--- config.mk ---
export PLATFORM = sky130hd
export DESIGN_NAME = byte_ring_fifo_with_line_fetch_core
export DESIGN_NICKNAME = d
export VERILOG_FILES = /design/src/rtl/core/brf_pkg.sv /design/src/rtl/core/byte_ring_fifo_with_line_fetch_core.sv /design/src/rtl/core/brf_ram.sv
export VERILOG_INCLUDE_DIRS = /design/src /design/src/rtl/core
export SDC_FILE = /design/constraint.sdc
export NUM_CORES = 1
export LEC_CHECK = 0
export ABC_AREA = 1
export BUFFER_PORTS_ARGS = -buffer_cell sky130_fd_sc_hd__buf_2
export CAP_MARGIN = 15
export CORE_MARGIN = 2
export CORE_UTILIZATION = 35
export CTS_CLUSTER_DIAMETER = 200
export DETAILED_ROUTE_END_ITERATION = 10
export PLACE_DENSITY = 0.55
export SYNTH_ARGS = -nofsm -noshare
export SYNTH_HDL_FRONTEND = slang
export SYNTH_HIERARCHICAL = 1
export SYNTH_SLANG_ARGS = --single-unit
--- constraint.sdc ---
create_clock -name clock -period 3.9 [get_ports clock]
set_clock_uncertainty 0.05 [all_clocks]
set_input_delay 0.585 -clock clock [delete_from_list [all_inputs] [get_ports clock]]
set_output_delay 0.585 -clock clock [all_outputs]
set_load 0.1 [all_outputs]
--- src/rtl/core/byte_ring_fifo_with_line_fetch_core_defines.svh ---
// Assertion helpers shared by the byte ring FIFO core.
`ifndef BYTE_RING_FIFO_WITH_LINE_FETCH_CORE_DEFINES_SVH
`define BYTE_RING_FIFO_WITH_LINE_FETCH_CORE_DEFINES_SVH

// Check a property on every clock edge outside reset.
`define BRF_ASSERT(label, prop, msg) \
   label: assert property (@(posedge clock) disable iff (reset) (prop)) else $error(msg);

// Check that a condition never holds outside reset.
`define BRF_NEVER(label, cond, msg) \
   label: assert property (@(posedge clock) disable iff (reset) !(cond)) else $error(msg);

`endif

--- src/rtl/core/brf_pkg.sv ---
package brf_pkg;

   localparam int DEPTH_DEFAULT = 64;
   localparam int CAP_LIMIT     = 64;
   localparam int BYTE_W        = 8;
   localparam int CAP_W         = 7;
   localparam int LEN_W         = 6;

   localparam logic [BYTE_W-1:0] CR_BYTE = 8'd13;

   localparam logic [1:0] MODE_PUT  = 2'd0;
   localparam logic [1:0] MODE_GET  = 2'd1;
   localparam logic [1:0] MODE_PEEK = 2'd2;
   localparam logic [1:0] MODE_LINE = 2'd3;

   localparam logic [1:0] STAT_OK      = 2'd0;
   localparam logic [1:0] STAT_EMPTY   = 2'd1;
   localparam logic [1:0] STAT_FULL    = 2'd2;
   localparam logic [1:0] STAT_NO_LINE = 2'd3;

   localparam logic REG_CAPACITY = 1'b0;

   typedef struct packed {
      logic [1:0]        mode;
      logic [BYTE_W-1:0] byte_in;
      logic [CAP_W-1:0]  max_line;
   } req_type;

   typedef struct packed {
      logic [BYTE_W-1:0] byte_out;
      logic [1:0]        status;
      logic              last;
      logic [CAP_W-1:0]  fill_level;
   } rsp_type;

endpackage

--- src/rtl/core/byte_ring_fifo_with_line_fetch_core.sv ---
// Channel   Direction  Ports                       Transaction
// req       in         req_valid/req_stall/req_data  one put, get, peek or get-line request
// rsp       out        rsp_valid/rsp_stall/rsp_data  one result byte or status
// csr       in/out     csr_psel ... csr_pready      capacity register write or read
//
// Put, an empty get or peek, and any failing request on an empty FIFO give their
// result in the cycle after acceptance; get and peek with data go through the
// READ state first (one memory read). Get-line scans one byte a cycle through
// the memory read port (up to the fill level), then emits one byte a cycle
// while rsp is not stalled. Only one request is in flight; the next one is taken
// at the edge where the pending result leaves the output register. Reset is
// synchronous, needs no clearing pass, and restores capacity to its maximum.
module byte_ring_fifo_with_line_fetch_core #(
   parameter int DEPTH = brf_pkg::DEPTH_DEFAULT
) (
   input  logic             clock,
   input  logic             reset,
   input  logic             req_valid,
   output logic             req_stall,
   input  brf_pkg::req_type req_data,
   output logic             rsp_valid,
   input  logic             rsp_stall,
   output brf_pkg::rsp_type rsp_data,
   input  logic             csr_psel,
   input  logic             csr_penable,
   input  logic             csr_pwrite,
   input  logic [2:0]       csr_paddr,
   input  logic [31:0]      csr_pwdata,
   output logic [31:0]      csr_prdata,
   output logic             csr_pready
);
   import brf_pkg::*;

   // only entries below the capacity limit are reachable
   localparam int USE_DEPTH = (DEPTH < CAP_LIMIT) ? DEPTH : CAP_LIMIT;
   localparam int PW        = $clog2(USE_DEPTH);
   localparam logic [CAP_W-1:0] CAP_TOP = CAP_W'(USE_DEPTH);

   localparam logic [1:0] ST_IDLE = 2'd0;
   localparam logic [1:0] ST_READ = 2'd1;
   localparam logic [1:0] ST_SCAN = 2'd2;
   localparam logic [1:0] ST_EMIT = 2'd3;

   logic [1:0]       state_ff, state_in;
   logic [CAP_W-1:0] cap_ff, cap_in;
   logic [PW-1:0]    wr_pos_ff, wr_pos_in;
   logic [PW-1:0]    rd_pos_ff, rd_pos_in;
   logic [CAP_W-1:0] count_ff, count_in;
   logic [PW-1:0]    scan_pos_ff, scan_pos_in;
   logic [LEN_W-1:0] idx_ff, idx_in;
   logic [LEN_W-1:0] left_ff, left_in;
   logic [CAP_W-1:0] max_line_ff, max_line_in;
   logic [1:0]       mode_ff, mode_in;
   logic             rsp_valid_ff, rsp_valid_in;
   rsp_type          rsp_ff, rsp_in;

   logic              ram_we;
   logic [PW-1:0]     ram_waddr;
   logic [BYTE_W-1:0] ram_wdata;
   logic              ram_re;
   logic [PW-1:0]     ram_raddr;
   logic [BYTE_W-1:0] ram_rdata;

   logic             rsp_free;
   logic             req_accept;
   logic             cfg_write;
   logic [CAP_W-1:0] cfg_cap;
   logic [PW-1:0]    rd_next;

   // wrap at the configured capacity
   function automatic logic [PW-1:0] adv(input logic [PW-1:0] p, input logic [CAP_W-1:0] cap);
      logic [CAP_W-1:0] n;
      n = CAP_W'(p) + CAP_W'(1);
      if (n >= cap) begin
         adv = '0;
      end else begin
         adv = n[PW-1:0];
      end
   endfunction

   function automatic rsp_type mk_rsp(input logic [BYTE_W-1:0] b, input logic [1:0] st,
                                      input logic lst, input logic [CAP_W-1:0] fill);
      rsp_type r;
      r.byte_out   = b;
      r.status     = st;
      r.last       = lst;
      r.fill_level = fill;
      mk_rsp = r;
   endfunction

   brf_ram #(
      .ENTRIES (USE_DEPTH)
   ) u_ram (
      .clock   (clock),
      .wr_en   (ram_we),
      .wr_addr (ram_waddr),
      .wr_data (ram_wdata),
      .rd_en   (ram_re),
      .rd_addr (ram_raddr),
      .rd_data (ram_rdata)
   );

   // output register frees when its transaction is taken
   assign rsp_free   = !rsp_valid_ff || !rsp_stall;
   assign req_stall  = (state_ff != ST_IDLE) || !rsp_free;
   assign req_accept = req_valid && !req_stall;
   assign rsp_valid  = rsp_valid_ff;
   assign rsp_data   = rsp_ff;

   // APB side: zero-wait, one register
   assign csr_pready = 1'b1;
   assign cfg_write  = csr_psel && csr_penable && csr_pwrite && csr_pready
                       && (csr_paddr[2] == REG_CAPACITY);
   assign csr_prdata = (csr_paddr[2] == REG_CAPACITY) ? 32'(cap_ff) : 32'd0;

   // clamp the written capacity to 1..limit
   always_comb begin
      cfg_cap = csr_pwdata[CAP_W-1:0];
      if (cfg_cap == '0) begin
         cfg_cap = CAP_W'(1);
      end else if (cfg_cap > CAP_TOP) begin
         cfg_cap = CAP_TOP;
      end
   end

   assign rd_next = adv(rd_pos_ff, cap_ff);

   always_comb begin
      state_in     = state_ff;
      cap_in       = cap_ff;
      wr_pos_in    = wr_pos_ff;
      rd_pos_in    = rd_pos_ff;
      count_in     = count_ff;
      scan_pos_in  = scan_pos_ff;
      idx_in       = idx_ff;
      left_in      = left_ff;
      max_line_in  = max_line_ff;
      mode_in      = mode_ff;
      rsp_valid_in = rsp_valid_ff && rsp_stall;
      rsp_in       = rsp_ff;
      ram_we       = 1'b0;
      ram_waddr    = wr_pos_ff;
      ram_wdata    = req_data.byte_in;
      ram_re       = 1'b0;
      ram_raddr    = rd_pos_ff;

      case (state_ff)
         ST_IDLE: begin
            if (req_accept) begin
               case (req_data.mode)
                  MODE_PUT: begin
                     rsp_valid_in = 1'b1;
                     if (count_ff >= cap_ff) begin
                        rsp_in = mk_rsp('0, STAT_FULL, 1'b1, count_ff);
                     end else begin
                        ram_we    = 1'b1;
                        wr_pos_in = adv(wr_pos_ff, cap_ff);
                        count_in  = count_ff + CAP_W'(1);
                        rsp_in    = mk_rsp('0, STAT_OK, 1'b1, count_ff + CAP_W'(1));
                     end
                  end
                  MODE_GET, MODE_PEEK: begin
                     if (count_ff == '0) begin
                        rsp_valid_in = 1'b1;
                        rsp_in       = mk_rsp('0, STAT_EMPTY, 1'b1, count_ff);
                     end else begin
                        ram_re   = 1'b1;
                        mode_in  = req_data.mode;
                        state_in = ST_READ;
                     end
                  end
                  MODE_LINE: begin
                     max_line_in = req_data.max_line;
                     if (count_ff == '0) begin
                        rsp_valid_in = 1'b1;
                        rsp_in       = mk_rsp('0, STAT_NO_LINE, 1'b1, count_ff);
                     end else begin
                        // first read at the head, next address queued behind it
                        ram_re      = 1'b1;
                        scan_pos_in = rd_next;
                        idx_in      = '0;
                        state_in    = ST_SCAN;
                     end
                  end
                  default: begin
                     state_in = ST_IDLE;
                  end
               endcase
            end
         end
         ST_READ: begin
            rsp_valid_in = 1'b1;
            state_in     = ST_IDLE;
            if (mode_ff == MODE_GET) begin
               rd_pos_in = rd_next;
               count_in  = count_ff - CAP_W'(1);
               rsp_in    = mk_rsp(ram_rdata, STAT_OK, 1'b1, count_ff - CAP_W'(1));
            end else begin
               rsp_in = mk_rsp(ram_rdata, STAT_OK, 1'b1, count_ff);
            end
         end
         ST_SCAN: begin
            if (ram_rdata == CR_BYTE) begin
               if ((idx_ff == '0) || (CAP_W'(idx_ff) >= max_line_ff)) begin
                  rsp_valid_in = 1'b1;
                  rsp_in       = mk_rsp('0, STAT_NO_LINE, 1'b1, count_ff);
                  state_in     = ST_IDLE;
               end else begin
                  // rewind to the head and emit the line
                  left_in  = idx_ff;
                  ram_re   = 1'b1;
                  state_in = ST_EMIT;
               end
            end else if (CAP_W'(idx_ff) + CAP_W'(1) == count_ff) begin
               rsp_valid_in = 1'b1;
               rsp_in       = mk_rsp('0, STAT_NO_LINE, 1'b1, count_ff);
               state_in     = ST_IDLE;
            end else begin
               ram_re      = 1'b1;
               ram_raddr   = scan_pos_ff;
               scan_pos_in = adv(scan_pos_ff, cap_ff);
               idx_in      = idx_ff + LEN_W'(1);
            end
         end
         ST_EMIT: begin
            if (rsp_free) begin
               rsp_valid_in = 1'b1;
               if (left_ff == LEN_W'(1)) begin
                  // drop the carriage return with the final byte
                  rd_pos_in = adv(rd_next, cap_ff);
                  count_in  = count_ff - CAP_W'(2);
                  rsp_in    = mk_rsp(ram_rdata, STAT_OK, 1'b1, count_ff - CAP_W'(2));
                  state_in  = ST_IDLE;
               end else begin
                  rd_pos_in = rd_next;
                  count_in  = count_ff - CAP_W'(1);
                  left_in   = left_ff - LEN_W'(1);
                  ram_re    = 1'b1;
                  ram_raddr = rd_next;
                  rsp_in    = mk_rsp(ram_rdata, STAT_OK, 1'b0, count_ff - CAP_W'(1));
               end
            end
         end
         default: begin
            state_in = ST_IDLE;
         end
      endcase

      // capacity write empties the FIFO
      if (cfg_write) begin
         cap_in    = cfg_cap;
         wr_pos_in = '0;
         rd_pos_in = '0;
         count_in  = '0;
      end
   end

   always_ff @(posedge clock) begin
      if (reset) begin
         state_ff     <= ST_IDLE;
         cap_ff       <= CAP_TOP;
         wr_pos_ff    <= '0;
         rd_pos_ff    <= '0;
         count_ff     <= '0;
         rsp_valid_ff <= 1'b0;
      end else begin
         state_ff     <= state_in;
         cap_ff       <= cap_in;
         wr_pos_ff    <= wr_pos_in;
         rd_pos_ff    <= rd_pos_in;
         count_ff     <= count_in;
         rsp_valid_ff <= rsp_valid_in;
      end
   end

   // payload and scan bookkeeping
   always_ff @(posedge clock) begin
      scan_pos_ff <= scan_pos_in;
      idx_ff      <= idx_in;
      left_ff     <= left_in;
      max_line_ff <= max_line_in;
      mode_ff     <= mode_in;
      rsp_ff      <= rsp_in;
   end

`include "byte_ring_fifo_with_line_fetch_core_defines.svh"

   `BRF_ASSERT(a_count_in_cap, count_ff <= cap_ff, "fill count beyond capacity")
   `BRF_ASSERT(a_pos_in_cap, (CAP_W'(rd_pos_ff) < cap_ff) && (CAP_W'(wr_pos_ff) < cap_ff), "ring position beyond capacity")
   `BRF_ASSERT(a_accept_follows, req_accept |=> (rsp_valid_ff || (state_ff != ST_IDLE)), "accepted request left no work")
   `BRF_ASSERT(a_emit_left, (state_ff == ST_EMIT) |-> ((left_ff != '0) && (CAP_W'(left_ff) < count_ff)), "line emit beyond held bytes")
   `BRF_NEVER(a_no_emit_overwrite, (state_ff == ST_READ) && rsp_valid_ff, "output register busy at read result")

endmodule

--- src/rtl/core/brf_ram.sv ---
module brf_ram #(
   parameter int ENTRIES = brf_pkg::DEPTH_DEFAULT
) (
   input  logic                       clock,
   input  logic                       wr_en,
   input  logic [$clog2(ENTRIES)-1:0] wr_addr,
   input  logic [brf_pkg::BYTE_W-1:0] wr_data,
   input  logic                       rd_en,
   input  logic [$clog2(ENTRIES)-1:0] rd_addr,
   output logic [brf_pkg::BYTE_W-1:0] rd_data
);
   import brf_pkg::*;

   logic [BYTE_W-1:0] mem [ENTRIES];
   logic [BYTE_W-1:0] rd_data_ff;

   always_ff @(posedge clock) begin
      if (wr_en) begin
         mem[wr_addr] <= wr_data;
      end
   end

   // hold read data until the next read
   always_ff @(posedge clock) begin
      if (rd_en) begin
         rd_data_ff <= mem[rd_addr];
      end
   end

   assign rd_data = rd_data_ff;

endmodule

==> flow_summary.ini, run 1 <==
[yosys]
synth_edf_count = 565
async_reset_ff_frac = 0
synth.top_cell.area_share = 0.620
ys_types = 52
yosys.cell_count.top_type = nand2_1
ys_top_cells_by_count = 821 x nand2_1, 565 x edfxtp_1, 503 x nand3_1
synthFlopType = edfxtp_1
seq_area_frac_synth = 0.641
ys_warn_count = 6
synthesis.area_um2 = 27400
syn_area_per_cell_um2 = 10.4
ys_top_cells_by_area = edfxtp_1 62%, nand2_1 11%, nand3_1 9.2%
yosys_register_bits = 594
yosys.area.top_type = edfxtp_1
synthCells = 2634

[finish]
instances_no_fill = 3877
multi_input_area_um2 = 8600
area_growth_pct = 16.7
fillers = 7422
diodes = 0
drive_gt1_frac = 0.134
final-seq-area_um2 = 17600
nNetsFinal = 2908

[floorplanning]
fp.dieW_um = 284
die_area_um2 = 80500
initial_utilization = 0.353
core_um2 = 77500
fp-row-count = 102
io_pins = 112
die_h_um = 284

[worst_setup_path]
cp.arrival_ps = 4160
critPathMaxFanout = 6
cp_slowest_cell = dfxtp_2
r2r_end = rd_pos_ff[4]$_SDFFE_PP0P_
crit_required_ps = 4380
cp-start-kind = register
crit_chain = buf_6, nand4_1, o21ai_1, nand2_1, ha_1, nand2_2, nor2_1, nor2_2, buf_4, nand3_2, buf_4, inv_1, ha_2, nand4_1, nor2_1, ha_1, a21oi_1, o21a_1, nand3_1, nor2_1, buf_4, nand3_1, a21oi_1
crit_path_end_kind = register
ff2ff_path_depth = 23
reg2reg_slack_ps = 220
critical_path_class = reg -> reg
crit_path_max_incr_delay_ps = 350
reg2reg_from = rd_pos_ff[0]$_SDFFE_PP0P_

[placed_design]
post-place-cells = 3747
dp_slack_ps = -3.44
post-dp-hpwl_um = 49100
place.gp.congestion = 0.898
io_buffer_count = 58

[pwr]
powerDensity_nw_per_um2 = 707
power_mw = 22.6
p_comb_frac = 0.394
p_int_mw = 13.6
p_leak_nw = 12.3
swShare = 0.396
p_sw_mw = 8.95
ir_drop_v = 0.000337
p_clk_frac = 0.269
seqPwrFrac = 0.337

[global_routing]
antenna_found_initial = 0
overflow = 0
track_usage = 0.181
grt_pass1_wl_um = 113000
grt_max_degree = 89
grt_pass1_vias = 19000

[clock_network]
holdBufCountCts = 0
clock_path_buffers = 3
cts.clk_slew.worst_paths_ps = 60
cts_tree = done
htree_levels = 3
clock_latency_ps = 610
cts-root-buf = clkbuf_16
numCtsBuffers = 68
clkSinkCount = 594

[min_path]
hold_depth = 1
hold_start = req_data[5]
hold_end = max_line_ff[5]$_DFFE_PP_
min_path_type = in -> reg

[outcome]
outcome = complete, no violations

[sta]
hold_violations = 0
finalSetupTns_ps = 0
fmax_mhz = 272
final_critical_path_setup_slack_ps = 218
finalCriticalPeriod_ps = 3680
maxSlewViolCount = 0
setup_viol = 0
whs_ps = 116
final.period_utilization = 0.944
max_slew_margin = 0.346
worst_slew_pin_slew_ps = 979

[route]
via_per_inst = 5.06
drc = 0
vias = 19600
drt_iter0_markers = 1695
dr.pass1.iters = 6
avgRoutedWirePerCell_um = 19.5
routed_wl_um = 75500
drtAntennaViolNets = 0

[job]
drv_cap = 0
[placed cells by master (no fill, tap or decap), types with 9 or more instances in the layout]
cell | synthesis | routed
buf_4 | 36 | 122
xor2_1 | 20 | 20
edfxtp_1 | 565 | 565
clkinv_2 | 1 | 13
nor3_1 | 18 | 18
clkinv_1 | 2 | 12
inv_2 | 9 | 9
clkbuf_16 | 0 | 74
inv_1 | 114 | 112
nand4_1 | 18 | 18
dfxtp_1 | 29 | 25
nand3_1 | 503 | 483
nand3_2 | 3 | 21
clkbuf_1 | 16 | 11
nand3b_1 | 11 | 11
conb_1 | 2 | 26
buf_2 | 60 | 58
buf_12 | 0 | 17
nor2_1 | 139 | 136
o21ai_0 | 66 | 63
nand2_1 | 821 | 818
a21oi_1 | 44 | 42
ha_1 | 58 | 55
[how the worst max path moves through the flow]
stage                         startpoint                          to  slack [ps]  cells past startpoint
5_1_grt        rd_pos_ff[0]$_SDFFE_PP0P_   rd_pos_ff[4]$_SDFFE_PP0P_         -20                     23
4_1_cts        rd_pos_ff[1]$_SDFFE_PP0P_   rd_pos_ff[4]$_SDFFE_PP0P_          20                     24
3_5_place_dp   rd_pos_ff[1]$_SDFFE_PP0P_  u_ram/rd_data[7]$_DFFE_PP_          -3                     23
6_report       rd_pos_ff[0]$_SDFFE_PP0P_   rd_pos_ff[4]$_SDFFE_PP0P_         220                     23
2_1_floorplan  rd_pos_ff[0]$_SDFFE_PP0P_   rd_pos_ff[4]$_SDFFE_PP0P_         520                     21
3_3_place_gp   rd_pos_ff[1]$_SDFFE_PP0P_  u_ram/rd_data[7]$_DFFE_PP_         -40                     23
[power groups by stage]
stage | clock, mW | combinational, mW | sequential (mW)
floorplan | 0 | 5.29 | 8.37
global placement | 0 | 8.33 | 7.74
detailed placement | 0 | 8.41 | 7.75
CTS | 6.21 | 8.46 | 7.62
global route | 6.45 | 9.77 | 7.65
finish | 6.07 | 8.90 | 7.62
[final cells by class]
type	instances	area share
Multi-Input combinational cell	1783	0.269
Sequential cell	594	0.549
Tap cell	1040	0.0407
Clock buffer	81	0.0558
Clock inverter	35	0.00998
Timing Repair inverter	1	0.000274
Inverter	129	0.0163
Timing Repair Buffer	214	0.0588
[critical path: cells and delay by family, from the launching register on]
| family | cells | cell delay, ps |
|---|---|---|
| AO/OA/AOI/OAI | 4 | 540 |
| AND/OR/NAND/NOR | 11 | 1270 |
| flip-flops | 1 | 350 |
| adder cells (fa/ha/maj) | 3 | 780 |
| buffers and inverters | 5 | 650 |
[what timing repair did]
action | in CTS | in global routing
buffers inserted | 2 | 5
gates resized for setup | 4 | 52
pin swaps | 3 | 9
endpoints found under the setup margin | 4 | 14
gates cloned | 0 | 7
[per-layer routing]
metal	global-route usage	wire length, um
met5	0	0
met2	0.298	36100
met4	0.0601	2230
met3	0.0290	4010
met1	0.244	33200
[kinds of logic after synthesis]
group                    Yosys count  share of synthesized area
AND/OR/NAND/NOR                 1536                      0.242
other                              2                   0.000274
flip-flops                       594                      0.641
AO/OA/AOI/OAI                    139                     0.0278
buffers and inverters            281                     0.0543
XOR/XNOR                          24                    0.00768
adder cells (fa/ha/maj)           58                     0.0265
[flip-flops by register name (all words and copies together), names as in the netlist, 6 cells and up]
register       flops
max_line_ff        7
rsp_data          18
rd_pos_ff          6
u_ram/rd_data      8
idx_ff             6
scan_pos_ff        6
left_ff            6
count_ff           7
ram_waddr          6
u_ram/mem        512
cap_ff             7
[through the flow]
stage,utilization,instance area [um2]
finish,0.413,32000
global route,0.413,32000
CTS,0.407,31600
detailed placement,0.380,29400
global placement,0.380,29400
floorplan,-,27500
(Power assumes the default switching activity.)
==> run 2, diff against run 1 <==
- PLACE_DENSITY: 0.55 -> 0.57
- RECOVER_POWER: not set -> 100
- clock period: 3.9 -> 3.1 ns (I/O delays scaled with it)
==> flow_summary.ini, run 2 (synthesized netlist as in run 1, its figures left out) <==
[outcome]
outcome = finished with violations
violations = capacitance limit, slew limit, setup timing

[floorplanning]
io_pins = 112
core_um2 = 77500
die_h_um = 284
fp.dieW_um = 284
initial_utilization = 0.353
fp-row-count = 102
die_area_um2 = 80500

[placed_design]
placement.cell_area_um2 = 30400
io_buffer_count = 58
post-dp-hpwl_um = 51800
dp_slack_ps = -658
post-place-cells = 3857
place.gp.congestion = 0.902

[sta]
final_critical_path_setup_slack_ps = -324
finalSetupTns_ps = -28430
max_slew_margin = -0.328
maxSlewViolCount = 275
whs_ps = 51.5
setup_viol = 374
final.period_utilization = 1.10
fmax_mhz = 292
worst_slew_pin_slew_ps = 1990
finalCriticalPeriod_ps = 3420
rsz0062_at_grt = yes
hold_violations = 0

[worst_setup_path]
critPathMaxFanout = 32
critical_path_class = reg -> reg
cpMostUsedCell = nand2_1
crit_path_end_kind = register
cp.arrival_ps = 3760
cp-start-kind = register
crit_required_ps = 3430
crit_path_max_incr_delay_ps = 370
crit_chain = nand4_1, o21ai_1, nand2_1, ha_1, nand2_1, nor2_1, nor2_4, nand2_2, nor2_4, o21ai_2, nand3_4, buf_12, buf_4, buf_6, nand2_1, nand3_2, nand3_1, nand2_1, nand2_1, nand3_2, nand3_2, nand2_1
cp_slowest_cell = dfxtp_4

[finish]
final_common_cell = nand2_1
stdcell_area_um2 = 34100
nNetsFinal = 3061
diodes = 0
drive_gt1_frac = 0.199
instances_no_fill = 4034
fin_util = 0.441
largest_reg_flops = 512
mostFrequentLayoutCells = 772 x nand2_1, 565 x edfxtp_1, 427 x nand3_1
area_growth_pct = 24.7
top_register = u_ram/mem

[clock_network]
numCtsBuffers = 68
clock_path_buffers = 3
cts_tree = done
htree_levels = 3
cts.clk_slew.worst_paths_ps = 60
cts-root-buf = clkbuf_16
clock_latency_ps = 620
clkSinkCount = 594

[global_routing]
grt_max_degree = 65
overflow = 0
grt_pass1_vias = 20300
grt_pass1_wl_um = 123000
track_usage = 0.198
antenna_found_initial = 0

[route]
via_per_inst = 5.17
drc = 0
dr.pass1.iters = 6
routed_wl_um = 81100
avgRoutedWirePerCell_um = 20.1
vias = 20900
drt_iter0_markers = 2097
drtAntennaViolNets = 0

[pwr]
ir_drop_v = 0.000460
powerDensity_nw_per_um2 = 904
power_mw = 30.9
p_leak_nw = 13.2

[min_path]
min_path_type = in -> reg

[job]
drv_cap = 7
## run 2: path summary, 6_finish.rpt
kind	from	endpoint	slack [ps]	cells past startpoint
worst max-delay path	rd_pos_ff[0]$_SDFFE_PP0P_	u_ram/rd_data[2]$_DFFE_PP_	-320	22
worst min register to register	ram_waddr[5]$_SDFFE_PP0P_	ram_waddr[5]$_SDFFE_PP0P_	560	2
worst min-delay path	csr_pwdata[1]	cap_ff[1]$_SDFFE_PP0P_	50	3
worst max register to register	rd_pos_ff[0]$_SDFFE_PP0P_	u_ram/rd_data[2]$_DFFE_PP_	-320	22
## run 2: layout make-up
class / instances / area (um2)
clock buffers: 86 / 1790
inverters: 129 / 528
fillers: 7223 / 43300
well taps: 1040 / 1300
repair buffers: 367 / 3440
multi-input cells: 1783 / 9160
repair inverters: 1 / 8.76
clock inverters: 34 / 358
flip-flops and latches: 594 / 17600
## run 2: power by group
group | internal [mW] | leakage, nW | switching (mW)
Clock | 4.55 | 1.05 | 3.26
Combinational | 4.74 | 6.78 | 8.66
Sequential | 9.33 | 5.34 | 0.309
Total | 18.6 | 13.2 | 12.2
## run 2: repair_timing
action                     in CTS  in global routing
gates cloned                   12                  3
setup buffers                  29                 10
pin swaps                      68                 24
hold buffers                    9                  0
setup endpoints to repair      14                488
gates resized for setup       195                 62
hold endpoints to repair        9                  0
## run 2: critical path, delay by kind of cell, from the launching register on
kind / cells / cell delay [ps]
AOI/OAI and AO/OA: 2 / 310
DFF: 1 / 370
adders and majority gates: 1 / 290
buffers and inverters: 3 / 510
and+or+nand+nor: 16 / 1640
## run 2: per-layer routing
metal,vias to the layer above,wire (um),global-route usage
met3,149,4920,0.0290
met2,758,38600,0.327
met1,10200,35300,0.267
li1,9715,-,-
met5,-,0,0
met4,0,2320,0.0634
==> run 3, diff against run 2 <==
- CAP_MARGIN: 15 -> 25
- CORE_UTILIZATION: 35 -> 30
- PLACE_DENSITY: 0.57 -> 0.51
==> flow_summary.ini, run 3 (synthesized netlist as in run 1, its figures left out) <==
[placed_design]
place.gp.congestion = 0.866
dp_slack_ps = -514
io_buffer_count = 58
post-dp-hpwl_um = 51700

[route]
routed_wl_um = 84900
drc = 0
drtAntennaViolNets = 0
vias = 20400
via_per_inst = 4.88
drt_iter0_markers = 1804
avgRoutedWirePerCell_um = 20.3
dr.pass1.iters = 9

[pwr]
powerDensity_nw_per_um2 = 913
p_leak_nw = 13.6
ir_drop_v = 0.000465

[worst_setup_path]
reg2reg_slack_ps = -310
cp-start-kind = register
crit_required_ps = 3460
critPathCapture = u_ram/rd_data[0]$_DFFE_PP_
cp-startpoint = rd_pos_ff[0]$_SDFFE_PP0P_
critical_path_class = reg -> reg
r2r_end = u_ram/rd_data[0]$_DFFE_PP_
ff2ff_path_depth = 25
critPathMaxFanout = 8
cp.arrival_ps = 3780
reg2reg_from = rd_pos_ff[0]$_SDFFE_PP0P_
crit_path_end_kind = register

[clock_network]
clkSinkCount = 594
numCtsBuffers = 60
htree_levels = 2
clock_latency_ps = 660
cts.clk_slew.worst_paths_ps = 70
cts-root-buf = clkbuf_16
clock_path_buffers = 3
cts_tree = done

[finish]
drive_gt1_frac = 0.233
top_register = u_ram/mem
largest_reg_flops = 512
area_growth_pct = 28.8
final_common_cell = nand2_1
diodes = 0
nNetsFinal = 3076
mostFrequentLayoutCells = 749 x nand2_1, 565 x edfxtp_1, 350 x nand3_1

[outcome]
violations = capacitance limit, slew limit, setup timing
outcome = finished with violations

[sta]
worst_slew_pin_slew_ps = 2100
setup_viol = 163
whs_ps = 53.5
fmax_mhz = 293
max_slew_margin = -0.397
rsz0062_at_grt = yes
final.period_utilization = 1.10
final_critical_path_setup_slack_ps = -315
finalCriticalPeriod_ps = 3410
hold_violations = 0
maxSlewViolCount = 396

[min_path]
hold_start = reset
min_path_type = in -> reg

[global_routing]
top_usage_layer = met2
met3_usage = 0.0234
grt.met2_usage = 0.290
use_met1 = 0.238
grt_max_degree = 65
antenna_found_initial = 0
track_usage = 0.174
grt_pass1_vias = 19700
overflow = 0
grt_pass1_wl_um = 124000

[floorplanning]
die_area_um2 = 93700
die_h_um = 306
initial_utilization = 0.303
fp.dieW_um = 306
fp-row-count = 110
core_um2 = 90300
io_pins = 112

[job]
drv_cap = 11
[run 3: changes by cell type in the layout (fill, tap and decap cells not counted), moves of 5 or more]
cell / delta
nand3_1: -77
nand3_2: +75
nand2_1: -23
nand2_2: +16
buf_16: +13
clkbuf_1: -8
nand2_4: +7
bufinv_16: +6
buf_6: -5
[run 3: stage by stage]
step,cells,util,TNS (ps),power [mW],cell area [um2]
2_1_floorplan,2658,-,-21.6,17.2,27500
3_5_place_dp,3997,0.340,-6210,21.3,30700
5_1_grt,4185,0.390,-72430,33.8,35300
4_1_cts,4167,0.382,-3030,31.3,34500
6_report,4185,0.390,-17400,32.2,35300
3_3_place_gp,3997,0.340,-6110,21.3,30700
[run 3: worst max-delay path: stages (launching register included)]
cell       delay, ps
dfxtp_4          390
ha_4             150
nand4_1          110
nand2_1          100
inv_2             50
ha_4             230
a21oi_2          130
nor2_1            60
nor2_2           130
nand2_2          100
nor2_4           120
o21ai_2           60
buf_4            140
nand3_4           60
buf_12           180
clkinv_16        110
buf_16           180
buf_12           140
nand2_1           60
nand3_1          100
nand3_2           90
nand2_2           70
nand2_2           80
nand3_4           90
nand3_2          100
nand2_1           60
[run 3: how the worst min path moves through the flow]
stage               slack (ps)  cells past startpoint                   endpoint
floorplan                  430                      2  ram_waddr[5]$_SDFFE_PP0P_
global placement           540                      2  ram_waddr[5]$_SDFFE_PP0P_
detailed placement         540                      2  ram_waddr[5]$_SDFFE_PP0P_
CTS                          5                      2       rsp_valid$_SDFF_PP0_
global route                20                      2       rsp_valid$_SDFF_PP0_
finish                      50                      2       rsp_valid$_SDFF_PP0_
[run 3: layer usage]
layer  routed length, um  share of wire
met1               38200           0.45
met2               40300           0.47
met3                4360          0.051
met4                2120          0.025
met5                   0              0
[run 3: cell type report]
type	count	area, um2
Sequential cell	594	17600
Clock inverter	48	556
Tap cell	1176	1470
Inverter	129	536
Timing Repair Buffer	389	3980
Fill cell	8741	55000
Timing Repair inverter	2	25.0
Clock buffer	64	1520
Multi-Input combinational cell	1783	9610
[run 3: power breakdown]
part | total [mW] | internal (mW) | switching, mW
clock | 7.71 | 4.47 | 3.24
sequential | 9.58 | 9.33 | 0.252
combinational | 14.9 | 5.43 | 9.47
[run 3: what timing repair did]
action,4_1_cts,5_1_grt
buffers inserted,27,7
hold endpoints to repair,13,0
hold buffers,13,0
gates cloned,19,12
endpoints found under the setup margin,14,14
gates resized for setup,200,151
pin swaps,59,62
